<file path="src/rtl/core/price_level_book_engine_macros.svh">
// Assertion macros shared by the price level book engine RTL.
// Expects i_clk and i_rst_n in the scope where a macro is used.
`ifndef PRICE_LEVEL_BOOK_ENGINE_MACROS_SVH
`define PRICE_LEVEL_BOOK_ENGINE_MACROS_SVH

// same-cycle implication
`define PLBE_ASSERT_NOW(lbl, ante, cons) \
    lbl: assert property (@(posedge i_clk) disable iff (!i_rst_n) (ante) |-> (cons)) \
        else $error("plbe assertion failed: same-cycle rule");

// next-cycle implication
`define PLBE_ASSERT_NEXT(lbl, ante, cons) \
    lbl: assert property (@(posedge i_clk) disable iff (!i_rst_n) (ante) |=> (cons)) \
        else $error("plbe assertion failed: next-cycle rule");

`endif

</file>
<file path="src/rtl/core/plbe_pkg.sv">
// Types and codes of the price level book engine.
// No dependencies; used by every module of the block.
package plbe_pkg;

    localparam logic [1:0] REQ_BEGIN  = 2'd0;
    localparam logic [1:0] REQ_LEVEL  = 2'd1;
    localparam logic [1:0] REQ_FINISH = 2'd2;
    localparam logic [1:0] REQ_UPDATE = 2'd3;

    localparam logic [1:0] ST_OK       = 2'd0;
    localparam logic [1:0] ST_PRECOND  = 2'd1;
    localparam logic [1:0] ST_INVALID  = 2'd2;

    localparam logic [2:0] VIOL_NONE     = 3'd0;
    localparam logic [2:0] VIOL_CROSSED  = 3'd1;
    localparam logic [2:0] VIOL_LOCKED   = 3'd2;
    localparam logic [2:0] VIOL_NEG_QTY  = 3'd3;
    localparam logic [2:0] VIOL_BAD_PX   = 3'd4;
    localparam logic [2:0] VIOL_DUP      = 3'd5;
    localparam logic [2:0] VIOL_SEQ      = 3'd6;

    localparam int IN_DATA_W  = 200;
    localparam int IN_USER_W  = 3;
    localparam int OUT_DATA_W = 360;

    typedef enum logic [2:0] {
        SOP_NONE,
        SOP_BOOK_INS,
        SOP_BOOK_DEL,
        SOP_BOOK_REP,
        SOP_STG_INS,
        SOP_STG_CLR,
        SOP_COPY
    } t_side_op;

    typedef struct packed {
        logic     search;
        logic     decide;
        logic     stage_sel;
        t_side_op op;
    } t_side_cmd;

    typedef struct packed {
        logic found;
        logic pos_lt_n;
    } t_side_stat;

    typedef enum logic [2:0] {
        S_IDLE,
        S_SEARCH,
        S_DECIDE,
        S_APPLY,
        S_FINAL
    } t_state;

    typedef struct packed {
        logic load_in;
        logic search;
        logic decide;
        logic apply;
        logic out_load;
    } t_dp_cmd;

endpackage

</file>
<file path="src/rtl/core/plbe_ctrl.sv">
// Controller: steps one item through search, decide, apply and result load.
// Owns the input ready and the result valid flag. Uses plbe_pkg and the macro header.
`include "price_level_book_engine_macros.svh"

module plbe_ctrl (
    input  logic              i_clk,
    input  logic              i_rst_n,
    input  logic              i_s_tvalid,
    output logic              o_s_tready,
    output logic              o_m_tvalid,
    input  logic              i_m_tready,
    output plbe_pkg::t_dp_cmd o_cmd
);
    import plbe_pkg::*;

    t_state r_state, n_state;
    logic   r_out_valid;
    logic   out_free;

    assign out_free = !r_out_valid || i_m_tready;

    always_comb begin
        n_state = r_state;
        case (r_state)
            S_IDLE:   if (i_s_tvalid) n_state = S_SEARCH;
            S_SEARCH: n_state = S_DECIDE;
            S_DECIDE: n_state = S_APPLY;
            S_APPLY:  n_state = S_FINAL;
            S_FINAL:  if (out_free) n_state = S_IDLE;
            default:  n_state = S_IDLE;
        endcase
    end

    always_comb begin
        o_cmd          = '0;
        o_s_tready     = (r_state == S_IDLE);
        o_cmd.load_in  = (r_state == S_IDLE) && i_s_tvalid;
        o_cmd.search   = (r_state == S_SEARCH);
        o_cmd.decide   = (r_state == S_DECIDE);
        o_cmd.apply    = (r_state == S_APPLY);
        o_cmd.out_load = (r_state == S_FINAL) && out_free;
    end

    always_ff @(posedge i_clk) begin
        if (!i_rst_n) begin
            r_state     <= S_IDLE;
            r_out_valid <= 1'b0;
        end else begin
            r_state <= n_state;
            if (o_cmd.out_load) begin
                r_out_valid <= 1'b1;
            end else if (i_m_tready) begin
                r_out_valid <= 1'b0;
            end
        end
    end

    assign o_m_tvalid = r_out_valid;

    `PLBE_ASSERT_NEXT(a_accept_starts, o_cmd.load_in, r_state == S_SEARCH)
    `PLBE_ASSERT_NEXT(a_apply_then_final, r_state == S_APPLY, r_state == S_FINAL)
    `PLBE_ASSERT_NOW(a_no_overwrite, o_cmd.out_load, !r_out_valid || i_m_tready)
    `PLBE_ASSERT_NEXT(a_load_sets_valid, o_cmd.out_load, r_out_valid)

endmodule

</file>
<file path="config.mk">
export PLATFORM = sky130hd
export DESIGN_NAME = plbe_ctrl
export DESIGN_NICKNAME = d
export VERILOG_FILES = /design/src/rtl/core/plbe_pkg.sv /design/src/rtl/core/plbe_ctrl.sv
export VERILOG_INCLUDE_DIRS = /design/src /design/src/rtl/core
export SDC_FILE = /design/constraint.sdc
export NUM_CORES = 1
export LEC_CHECK = 0
export BUFFER_PORTS_ARGS = -buffer_cell sky130_fd_sc_hd__clkbuf_2
export CAP_MARGIN = 20
export CORE_AREA = 2 2 39 41
export DETAILED_ROUTE_END_ITERATION = 7
export DIE_AREA = 0 0 41 43
export GPL_TIMING_DRIVEN = 0
export PLACE_DENSITY = 0.46
export SLEW_MARGIN = 5
export SYNTH_ARGS = -nofsm -noshare
export SYNTH_HDL_FRONTEND = slang
export SYNTH_SLANG_ARGS = --single-unit
</file>
<file path="constraint.sdc">
create_clock -name i_clk -period 1.6 [get_ports i_clk]
set_input_delay 0.32 -clock i_clk [delete_from_list [all_inputs] [get_ports i_clk]]
set_output_delay 0.32 -clock i_clk [all_outputs]
set_load 0.02 [all_outputs]
</file>
==> key figures <==
Status
  • Outcome: completed

Drt
  • Via/cell ratio: 3.81
  • Drt total wl: 450 um
  • DRC viols: 0
  • Iteration-0 DRC Markers: 1
  • Drt first pass iters: 2
  • WL/cell: 8.33 um
  • Routed Antenna Nets: 0
  • Via count: 206

Global routing
  • Initial antenna violation count: 0
  • Grt ovf: 0
  • Total GRT Usage: 6.92%
  • Vias in the first global route: 172
  • Largest net degree at the start of global routing: 8
  • Global-route wire length before repair: 662 um

Yosys
  • Number of flops mapped to enable cells by yosys: 0
  • Top post-synthesis cells by count: dfxtp_1, nand2b_1, nor2_1, nor3_1, nor3b_1
  • Leading area contributor after synthesis: dfxtp_1
  • Syn Nets: 25
  • Share of the synthesized area in the top cell type: 38.3%
  • Avg Inst Size Synth: 9.95 um2
  • #FFs+latches synth: 4
  • Sequential area share after synthesis: 38.3%
  • Async S/R FF share, synth: 0%
  • Synth area leaders: dfxtp_1, nor3b_1, o2bb2ai_2, nand2b_1, a21boi_2
  • Post-Syn Area: 209 um2
  • Primary FF master, synth: dfxtp_1
  • Count of cell types in the netlist: 14
  • Yosys warns: 0
  • Post-Syn Instances: 21
  • Count leader, synth: dfxtp_1

Layout
  • Area Overhead vs Synth: 67.7%
  • Ant diodes: 0
  • Layout Utilization: 25.3%
  • Fill cells: 152
  • Layout cells sized above 1: 68.4%
  • # nets final: 44

Setup path
  • Setup crit start: r_state[0]
  • Worst setup path end: o_cmd[0]
  • Crit. End Element: primary output
  • R2r startpoint: r_state[0]
  • Crit path arrival time: 1.22 ns
  • Worst Path Buf+Inv: 1
  • Kind of critical path: flip-flop to primary output
  • Top delay family on crit path: simple AND/OR/NAND/NOR gates
  • R2r setup slk: 0.55 ns
  • Crit-path cells: or3b_4 -> nor2b_1 -> buf_4
  • Worst reg-to-reg path cell count: 3
  • R2r endpoint: r_state[2]
  • Crit Path Max Fanout: 7
  • CP max-delay cell: or3b_4
  • Worst Path Required: 1.28 ns
  • CP peak stage delay: 0.37 ns
  • Critical path launch point type: flip-flop
  • Critical Path Stages: 3

STA
  • Slew headroom: 89.5%
  • Setup tns final: 0 ns
  • Final hold violations: 0
  • Worst Skew: 0.00106 ns
  • F_max: 0.648 GHz
  • Final Cycle Share: 96.5%
  • Final worst slack: 0.0556 ns
  • Worst-margin pin slew: 0.157 ns
  • Max-slew violation count: 0
  • Min Hold Slack: 0.338 ns
  • RSZ-0062 raised after global routing: yes
  • Setup Viol. Count Final: 0
  • Minimum clock period: 1.54 ns

Floorplan
  • Core Region: 1380 um2
  • Starting Density: 15.1%
  • Die Area: 1760 um2
  • Num ports: 11
  • DIE WIDTH: 41 um
  • Die Y: 43 um
  • Row cnt: 14

Job
  • Max-Cap Viols: 0

Clocking
  • Clock Pin Slew Worst Setup and Hold Paths: 0.04 ns
  • Clock latency on the worst-skew pair: 0.23 ns
  • Clock buffer depth: 2
  • Clk sinks: 4
  • Root buf cell: clkbuf_4
  • H-tree depth: 1
  • CTS Buf Count: 3
  • CTS tree: done
  • Hold buffer count at cts: 0

Placed design
  • Pre-CTS setup slack: 0.187 ns
  • Placed wire-length estimate: 310 um
  • I/O Buffers: 10
  • Routability cong.: 0.559

Min path
  • Min-Delay Path Class: input pin to flip-flop
  • Worst Hold Depth: 3

Power
  • Leakage: 0.157 nW
  • Peak supply drop: 0.000202 V
  • Total power draw: 0.000319 W
  • Power Density: 909 nW/um2
[cell families after synthesis]
family	synth area share, %
simple gates	41.3
flops	38.3
compound gates	12.6
xor+xnor	4.19
buf+inv	3.59
[worst min path at each step]
stage,startpoint,end,slack (ns)
6_report,i_s_tvalid,r_state[0],0.34
5_1_grt,i_s_tvalid,r_state[0],0.34
4_1_cts,i_s_tvalid,r_state[0],0.34
3_5_place_dp,o_m_tvalid,o_m_tvalid,0.51
3_3_place_gp,o_m_tvalid,o_m_tvalid,0.50
2_1_floorplan,i_rst_n,r_state[2],0.43
[sequential cells by signal (all words and copies together), names as in the netlist]
signal and count:
o_m_tvalid 1, r_state 3
[layout by cell type, fill, tap and decap left out]
master | Yosys | final
xnor2_1 | 1 | 1
and3b_2 | 1 | 1
o2bb2ai_2 | 1 | 1
nor3b_1 | 2 | 2
and2_1 | 1 | 1
clkbuf_4 | 0 | 3
dfxtp_4 | 0 | 3
nand3b_1 | 1 | 1
nor3_1 | 2 | 1
nand2b_1 | 2 | 2
dfxtp_1 | 4 | 1
or3b_4 | 1 | 1
clkbuf_2 | 0 | 8
nor2b_1 | 1 | 1
nor2_1 | 2 | 2
nor3_2 | 0 | 1
a21boi_2 | 1 | 1
buf_2 | 0 | 1
buf_4 | 1 | 6
[metrics by stage]
| step | area (um2) | cells |
|---|---|---|
| final | 350 | 54 |
| after global routing | 350 | 54 |
| after CTS | 325 | 52 |
| after detailed placement | 279 | 47 |
| after global placement | 279 | 47 |
| after floorplan | 209 | 21 |
[metal layers]
| metal | global-route usage [%] | part of all wire (%) | vias up |
|---|---|---|---|
| met5 | 0 | 0 | - |
| li1 | - | - | 107 |
| met4 | 14.0 | 4.2 | 0 |
| met2 | 7.19 | 49 | 6 |
| met3 | 3.14 | 2.9 | 2 |
| met1 | 6.09 | 43 | 91 |
[power by group]
group          internal, W  switching [W]  leakage [nW]  total (W)
registers         0.000106     0.00000614        0.0348   0.000112
clock network    0.0000839      0.0000405        0.0138   0.000124
logic            0.0000385      0.0000433         0.108  0.0000818
[what timing repair did]
item                       CTS  global route
gates resized for setup      5             5
gates cloned                 0             0
setup endpoints to repair    1             2
buffers inserted             2             2
pin swaps                    1             0
[area by class of cell]
cell class | instances | area [um2] | area share [%]
repair buffers | 14 | 82.6 | 23.6
flip-flops and latches | 4 | 91.3 | 26.1
well taps | 16 | 20.0 | 5.71
clock buffers | 3 | 22.5 | 6.43
multi-input cells | 16 | 126 | 36.1
plain buffers | 1 | 7.51 | 2.14
[tightest hold or removal path, delay by kind of cell]
kind                   cells  cell delay (ns)
AND/OR/NAND/NOR            2             0.12
buffers and inverters      1             0.08
Note: power is estimated with default switching activity, not from simulation.
